==> src/hw/rtl/olsd_pkg.sv <==
// Shared types and constants for the ordered list block
package olsd_pkg;

	localparam int unsigned VALUE_W  = 32;
	localparam int unsigned FIELD_W  = 7;
	localparam int unsigned OUT_D_W  = 16;
	localparam int unsigned OUT_U_W  = 3;

	typedef enum logic [1:0] {
		FUNC_PUSH_BACK,
		FUNC_PUSH_FRONT,
		FUNC_SEARCH,
		FUNC_DELETE
	} func_t;

	typedef enum logic [1:0] {
		STATUS_OK,
		STATUS_EMPTY,
		STATUS_ABSENT,
		STATUS_FULL
	} status_t;

	typedef enum logic [1:0] {
		ST_IDLE,
		ST_SCAN,
		ST_SHIFT,
		ST_FIN
	} state_t;

endpackage

==> src/hw/rtl/olsd_ram.sv <==
// Entry store: one write port, one registered read port
module olsd_ram #(
	parameter int unsigned DEPTH  = 64,
	parameter int unsigned DATA_W = 32
) (
	input  logic                     clk,
	input  logic                     we,
	input  logic [$clog2(DEPTH)-1:0] waddr,
	input  logic [DATA_W-1:0]        wdata,
	input  logic                     re,
	input  logic [$clog2(DEPTH)-1:0] raddr,
	output logic [DATA_W-1:0]        rdata
);

	logic [DATA_W-1:0] mem [DEPTH];

	always_ff @(posedge clk) begin
		if (we) begin
			mem[waddr] <= wdata;
		end
	end

	always_ff @(posedge clk) begin
		if (re) begin
			rdata <= mem[raddr];
		end
	end

endmodule

==> src/hw/rtl/ordered_list_search_delete.sv <==
// Top level of the bounded ordered list with search and delete
//
//  channel  | dir | payload
//  ---------+-----+------------------------------------------------------
//  s_*      | in  | tuser: func[1:0]; tdata: value[31:0]
//  m_*      | out | tuser: status[1:0], found[2];
//           |     | tdata: position[6:0], entry_count[13:7], zero[15:14]
//
//  Inserts write the entry store directly; search is a read-compare walk
//  to a hit or past the last entry, and delete then moves each later entry
//  forward with a read-then-write shift through the entry store.
//  arst_n clears count, front index and handshake state; the store is not
//  cleared. One request is in flight at a time; a held result stalls the next.
module ordered_list_search_delete #(
	parameter int unsigned CAPACITY = 64
) (
	input  logic                          clk,
	input  logic                          arst_n,
	input  logic                          s_tvalid,
	output logic                          s_tready,
	input  logic [olsd_pkg::VALUE_W-1:0]  s_tdata,  // value[31:0]
	input  logic [1:0]                    s_tuser,  // func[1:0]
	output logic                          m_tvalid,
	input  logic                          m_tready,
	output logic [olsd_pkg::OUT_D_W-1:0]  m_tdata,  // position[6:0], entry_count[13:7], 0
	output logic [olsd_pkg::OUT_U_W-1:0]  m_tuser   // status[1:0], found[2]
);

	localparam int unsigned IDX_W = $clog2(CAPACITY);
	localparam int unsigned CNT_W = $clog2(CAPACITY + 1);
	localparam int unsigned SUM_W = CNT_W + 1;

	function automatic logic [IDX_W-1:0] slot_of(input logic [IDX_W-1:0] base,
	                                             input logic [SUM_W-1:0] offset);
		logic [SUM_W-1:0] sum;
		sum = SUM_W'(base) + offset;
		if (sum >= SUM_W'(CAPACITY)) begin
			sum = sum - SUM_W'(CAPACITY);
		end
		return sum[IDX_W-1:0];
	endfunction

	olsd_pkg::state_t  state_q, state_d;
	olsd_pkg::func_t   func_q, func_d;
	olsd_pkg::status_t status_q, status_d;
	logic [olsd_pkg::VALUE_W-1:0] value_q, value_d;
	logic [IDX_W-1:0]  front_q, front_d;
	logic [CNT_W-1:0]  count_q, count_d;
	logic [CNT_W-1:0]  idx_q, idx_d;
	logic [CNT_W-1:0]  pos_q, pos_d;
	logic              found_q, found_d;
	logic              m_tvalid_q, m_tvalid_d;
	logic [olsd_pkg::OUT_D_W-1:0] out_data_q, out_data_d;
	logic [olsd_pkg::OUT_U_W-1:0] out_user_q, out_user_d;

	logic                          ram_we, ram_re;
	logic [IDX_W-1:0]              ram_waddr, ram_raddr;
	logic [olsd_pkg::VALUE_W-1:0]  ram_wdata, ram_rdata;

	logic             hit;
	logic             full;
	logic [CNT_W-1:0] idx_next;
	logic [SUM_W-1:0] idx_plus2;
	logic             next_in;
	logic             plus2_in;
	logic             out_free;

	assign hit      = (ram_rdata == value_q);
	assign full     = (count_q == CNT_W'(CAPACITY));
	assign idx_next = idx_q + 1'b1;
	assign idx_plus2 = SUM_W'(idx_q) + SUM_W'(2);
	assign next_in  = (idx_next < count_q);
	assign plus2_in = (idx_plus2 < SUM_W'(count_q));
	assign out_free = !m_tvalid_q || m_tready;

	olsd_ram #(
		.DEPTH  (CAPACITY),
		.DATA_W (olsd_pkg::VALUE_W)
	) u_olsd_ram (
		.clk   (clk),
		.we    (ram_we),
		.waddr (ram_waddr),
		.wdata (ram_wdata),
		.re    (ram_re),
		.raddr (ram_raddr),
		.rdata (ram_rdata)
	);

	always_comb begin
		state_d = state_q;
		unique case (state_q)
			olsd_pkg::ST_IDLE: begin
				if (s_tvalid) begin
					priority if (olsd_pkg::func_t'(s_tuser) == olsd_pkg::FUNC_PUSH_BACK
					             || olsd_pkg::func_t'(s_tuser) == olsd_pkg::FUNC_PUSH_FRONT
					             || count_q == '0) begin
						state_d = olsd_pkg::ST_FIN;
					end else begin
						state_d = olsd_pkg::ST_SCAN;
					end
				end
			end
			olsd_pkg::ST_SCAN: begin
				priority if (hit) begin
					state_d = (func_q == olsd_pkg::FUNC_DELETE && next_in)
					          ? olsd_pkg::ST_SHIFT : olsd_pkg::ST_FIN;
				end else if (!next_in) begin
					state_d = olsd_pkg::ST_FIN;
				end else begin
					state_d = olsd_pkg::ST_SCAN;
				end
			end
			olsd_pkg::ST_SHIFT: begin
				if (!plus2_in) begin
					state_d = olsd_pkg::ST_FIN;
				end
			end
			olsd_pkg::ST_FIN: begin
				if (out_free) begin
					state_d = olsd_pkg::ST_IDLE;
				end
			end
			default: state_d = olsd_pkg::ST_IDLE;
		endcase
	end

	always_comb begin
		s_tready   = (state_q == olsd_pkg::ST_IDLE);
		ram_we     = 1'b0;
		ram_waddr  = slot_of(front_q, SUM_W'(count_q));
		ram_wdata  = s_tdata;
		ram_re     = 1'b0;
		ram_raddr  = slot_of(front_q, SUM_W'(idx_next));
		func_d     = func_q;
		value_d    = value_q;
		status_d   = status_q;
		front_d    = front_q;
		count_d    = count_q;
		idx_d      = idx_q;
		pos_d      = pos_q;
		found_d    = found_q;
		m_tvalid_d = m_tvalid_q && !m_tready;
		out_data_d = out_data_q;
		out_user_d = out_user_q;
		unique case (state_q)
			olsd_pkg::ST_IDLE: begin
				if (s_tvalid) begin
					func_d   = olsd_pkg::func_t'(s_tuser);
					value_d  = s_tdata;
					status_d = olsd_pkg::STATUS_OK;
					found_d  = 1'b0;
					pos_d    = '0;
					idx_d    = '0;
					ram_raddr = front_q;
					unique case (olsd_pkg::func_t'(s_tuser))
						olsd_pkg::FUNC_PUSH_BACK: begin
							if (full) begin
								status_d = olsd_pkg::STATUS_FULL;
							end else begin
								ram_we  = 1'b1;
								count_d = count_q + 1'b1;
							end
						end
						olsd_pkg::FUNC_PUSH_FRONT: begin
							if (full) begin
								status_d = olsd_pkg::STATUS_FULL;
							end else begin
								front_d   = (front_q == '0) ? IDX_W'(CAPACITY - 1)
								                            : front_q - 1'b1;
								ram_we    = 1'b1;
								ram_waddr = front_d;
								count_d   = count_q + 1'b1;
							end
						end
						olsd_pkg::FUNC_SEARCH: begin
							if (count_q == '0) begin
								status_d = olsd_pkg::STATUS_ABSENT;
							end else begin
								ram_re = 1'b1;
							end
						end
						olsd_pkg::FUNC_DELETE: begin
							if (count_q == '0) begin
								status_d = olsd_pkg::STATUS_EMPTY;
							end else begin
								ram_re = 1'b1;
							end
						end
						default: status_d = olsd_pkg::STATUS_OK;
					endcase
				end
			end
			olsd_pkg::ST_SCAN: begin
				ram_re = next_in;
				priority if (hit) begin
					found_d = 1'b1;
					pos_d   = idx_next;
					if (func_q == olsd_pkg::FUNC_DELETE && !next_in) begin
						count_d = count_q - 1'b1;
					end
				end else if (!next_in) begin
					status_d = olsd_pkg::STATUS_ABSENT;
				end else begin
					idx_d = idx_next;
				end
			end
			olsd_pkg::ST_SHIFT: begin
				ram_we    = 1'b1;
				ram_waddr = slot_of(front_q, SUM_W'(idx_q));
				ram_wdata = ram_rdata;
				ram_re    = plus2_in;
				ram_raddr = slot_of(front_q, idx_plus2);
				idx_d     = idx_next;
				if (!plus2_in) begin
					count_d = count_q - 1'b1;
				end
			end
			olsd_pkg::ST_FIN: begin
				if (out_free) begin
					m_tvalid_d = 1'b1;
					out_data_d = {2'b00, olsd_pkg::FIELD_W'(count_q),
					              olsd_pkg::FIELD_W'(pos_q)};
					out_user_d = {found_q, status_q};
				end
			end
			default: m_tvalid_d = 1'b0;
		endcase
	end

	always_ff @(posedge clk or negedge arst_n) begin
		if (!arst_n) begin
			state_q    <= olsd_pkg::ST_IDLE;
			front_q    <= '0;
			count_q    <= '0;
			m_tvalid_q <= 1'b0;
		end else begin
			state_q    <= state_d;
			front_q    <= front_d;
			count_q    <= count_d;
			m_tvalid_q <= m_tvalid_d;
		end
	end

	always_ff @(posedge clk) begin
		func_q     <= func_d;
		value_q    <= value_d;
		status_q   <= status_d;
		idx_q      <= idx_d;
		pos_q      <= pos_d;
		found_q    <= found_d;
		out_data_q <= out_data_d;
		out_user_q <= out_user_d;
	end

	assign m_tvalid = m_tvalid_q;
	assign m_tdata  = out_data_q;
	assign m_tuser  = out_user_q;

endmodule

==> config.mk <==
export PLATFORM = sky130hd
export DESIGN_NAME = ordered_list_search_delete
export DESIGN_NICKNAME = d
export VERILOG_FILES = /design/src/hw/rtl/olsd_pkg.sv /design/src/hw/rtl/olsd_ram.sv /design/src/hw/rtl/ordered_list_search_delete.sv
export SDC_FILE = /design/constraint.sdc
export NUM_CORES = 2
export LEC_CHECK = 0
export ABC_AREA = 1
export BUFFER_PORTS_ARGS = -buffer_cell sky130_fd_sc_hd__buf_2
export CORE_MARGIN = 4
export CORE_UTILIZATION = 60
export DETAILED_ROUTE_END_ITERATION = 6
export HOLD_SLACK_MARGIN = 0.03
export MAX_ROUTING_LAYER = met4
export PLACE_DENSITY = 0.76
export SYNTH_ARGS = -nofsm -noshare
export SYNTH_HDL_FRONTEND = slang
export SYNTH_SLANG_ARGS = --single-unit
==> constraint.sdc <==
create_clock -name clk -period 12.9 [get_ports clk]
set_clock_uncertainty 0.1 [all_clocks]
set_input_delay 1.29 -clock clk [delete_from_list [all_inputs] [get_ports clk]]
set_output_delay 1.29 -clock clk [all_outputs]
set_load 0.01 [all_outputs]
==> flow_metrics.py <==
metrics = {
    "synthesis": {
        "synth_area_leaders": "edfxtp_1, nand3_1, nand2_1, nand3b_1, inv_1",
        "synth_cells": 8711,
        "ys_ff_latch": 2164,
        "synth_edf_count": 2148,
        "yosysMostFrequentCell": "edfxtp_1",
        "synth_warnings": 0,
        "avgSynthCellArea_um2": 11.0,
        "synth_top_cell_by_area": "edfxtp_1",
        "yosys_most_used_dff": "edfxtp_1",
        "ys_seq_area_frac": 0.677,
        "syn_area_mm2": 0.0958,
        "ys_types": 39,
        "synthTopCellsByCount": "edfxtp_1, nand3_1, nand2_1, inv_1, nand3b_1",
        "synthArstFlopShare": 0.00739,
        "synth.top_cell.area_share": 0.673,
    },
    "die": {
        "die_h_um": 408,
        "start_util": 0.604,
        "num_rows": 146,
        "io_pins": 59,
        "die_x_um": 408,
        "dieArea_mm2": 0.166,
        "coreArea_mm2": 0.159,
    },
    "place": {
        "hpwlAfterDp_mm": 149,
        "routabilityCongestion": 0.950,
        "portBuffers": 56,
    },
    "route": {
        "wl_per_cell_um": 26.1,
        "drt-vias-per-instance": 6.20,
        "wl_mm": 283,
        "num_vias": 67400,
        "drt_first_pass_iters": 7,
        "ant_nets": 0,
        "drt_iter0_drc": 11800,
        "drc": 19,
    },
    "clocking": {
        "clock_latency_ps": 870,
        "cts_tree": "done",
        "htree_levels": 4,
        "clkSinkCount": 2164,
        "cts_hold_buf": 0,
        "clkTransAtPathRegs_ps": 60,
        "clk_path_buf_depth": 3,
        "postCtsResizedCells": 0,
        "post-cts-setup-buffers": 0,
        "root_buffer": "clkbuf_16",
        "cts_buffers": 210,
    },
    "timing": {
        "finalMaxSlewViolations": 0,
        "tightest_slew_ps": 1300,
        "grt_setup_unrepaired": "no",
        "fmax_ghz": 0.160,
        "setup_tns_ps": 0,
        "setup_viol_count_final": 0,
        "hold_violations": 0,
        "finalCritPeriodShare": 0.485,
        "period_needed_ps": 6260,
        "slew_headroom": 0.132,
    },
    "critical_path": {
        "cp_data_arrival_time_ps": 6770,
        "critPathLaunchType": "flip-flop",
        "path_max_fanout": 175,
        "cp-end-kind": "flip-flop",
        "critPathKind": "reg -> reg",
        "worstPathRequired_ps": 13410,
        "r2r_cells": 15,
    },
    "grt": {
        "grt_antenna_before_repair": 14,
        "grt.overflow.total": 0,
        "grt_max_degree": 210,
        "grt_first_pass_wirelength_mm": 412,
        "grt.total_usage": 0.343,
        "grt_pass1_vias": 63700,
    },
    "cells_and_area": {
        "layout.area.seq_mm2": 0.0649,
        "nFillCells": 11200,
        "multi_input_area_mm2": 0.0248,
        "layout.nets": 8689,
        "layout-drive-gt1-share": 0.0710,
        "area_growth_pct": 9.48,
    },
    "status": {
        "violations": "design-rule violations",
        "outcome": "finished with violations",
    },
    "job": {
        "drv_cap": 0,
    },
    "hold_path": {
        "hp-class": "in -> async",
    },
}
-- final timing paths --
check	slack, ps	start	to
hold / removal	250	arst_n	count_q[2]$_DFFE_PN0P_
max in group asynchronous	12140	arst_n	front_q[3]$_DFFE_PN0P_
setup reg to reg	6640	state_q[1]$_DFFE_PN0P_	u_olsd_ram.rdata[10]$_DFFE_PP_
setup / recovery	6640	state_q[1]$_DFFE_PN0P_	u_olsd_ram.rdata[10]$_DFFE_PP_
hold reg to reg	320	pos_q[1]$_SDFFCE_PN0P_	m_tdata[1]$_DFFE_PP_
min in group clk	320	pos_q[1]$_SDFFCE_PN0P_	m_tdata[1]$_DFFE_PP_
-- critical path, cell delays in order (launching register included) --
cell and delay [ps]:
dfrtp_1 410, inv_1 110, ha_1 530, nand2_1 260, nand2_4 210, nand2_8 350
nand2_4 880, buf_4 850, buf_12 640, nand2_1 140, nand3_1 140, nand3_1 130
nand3_1 150, nand3_1 340, nand3_1 410, nand2_1 90
-- cell usage in the layout (no fill, tap or decap), drive strengths merged, types with 27 or more instances in the layout --
| cell type | n |
|---|---|
| edfxtp | 2148 |
| nand3 | 1945 |
| nand2 | 1903 |
| inv | 1169 |
| nand3b | 644 |
| clkbuf | 273 |
| buf | 212 |
| nor2 | 118 |
| clkinv | 88 |
| or2 | 46 |
| ha | 44 |
| o21ai | 41 |
| a21oi | 32 |
| xnor2 | 27 |
-- through the flow --
step,hold WS [ps],area (µm²),std cells,worst slack (ps),util
detailed placement,305,98300,10500,6510,0.620
global placement,302,98300,10500,6500,0.620
finish,252,105000,10900,6640,0.662
CTS,211,105000,10900,6860,0.662
global route,246,105000,10900,6410,0.662
floorplan,300,95800,8712,8230,-
-- logic make-up after synthesis --
| family | after synthesis | share of synthesized area |
|---|---|---|
| and+or+nand+nor | 4677 | 0.236 |
| DFF | 2164 | 0.677 |
| buffers and inverters | 1694 | 0.0716 |
| AOI/OAI and AO/OA | 87 | 0.00514 |
| adders and majority gates | 49 | 0.00679 |
| xor gates and xnor gates | 39 | 0.00356 |
| other | 1 | 0.0000391 |
-- flip-flops by register name, indices dropped and copies added (netlist names), 2 cells and up --
register and count:
u_olsd_ram.mem 2048, u_olsd_ram.rdata 32, value_q 32, m_tdata 14, count_q 7, idx_q 7, pos_q 7, front_q 6
m_tuser 3, func_q 2, state_q 2, status_q 2
-- layer usage --
layer | wire length (µm) | vias to the layer above | global-route usage
li1 | - | 29400 | -
met1 | 100000 | 32100 | 0.451
met2 | 124000 | 4973 | 0.496
met3 | 40500 | 849 | 0.0834
met4 | 18100 | 0 | 0.191
met5 | 0 | - | -
-- area by class of cell --
cell class,instances,share of cell area
Antenna cell,8,0.000191
Timing Repair Buffer,212,0.0153
Tap cell,2072,0.0247
Clock buffer,273,0.0529
Sequential cell,2164,0.619
Multi-Input combinational cell,4854,0.237
Clock inverter,117,0.0100
Inverter,1160,0.0418
Power is left out: the tool's default activity adds up to more than one toggle a clock period on the data nets, which glitch-free logic cannot reach.
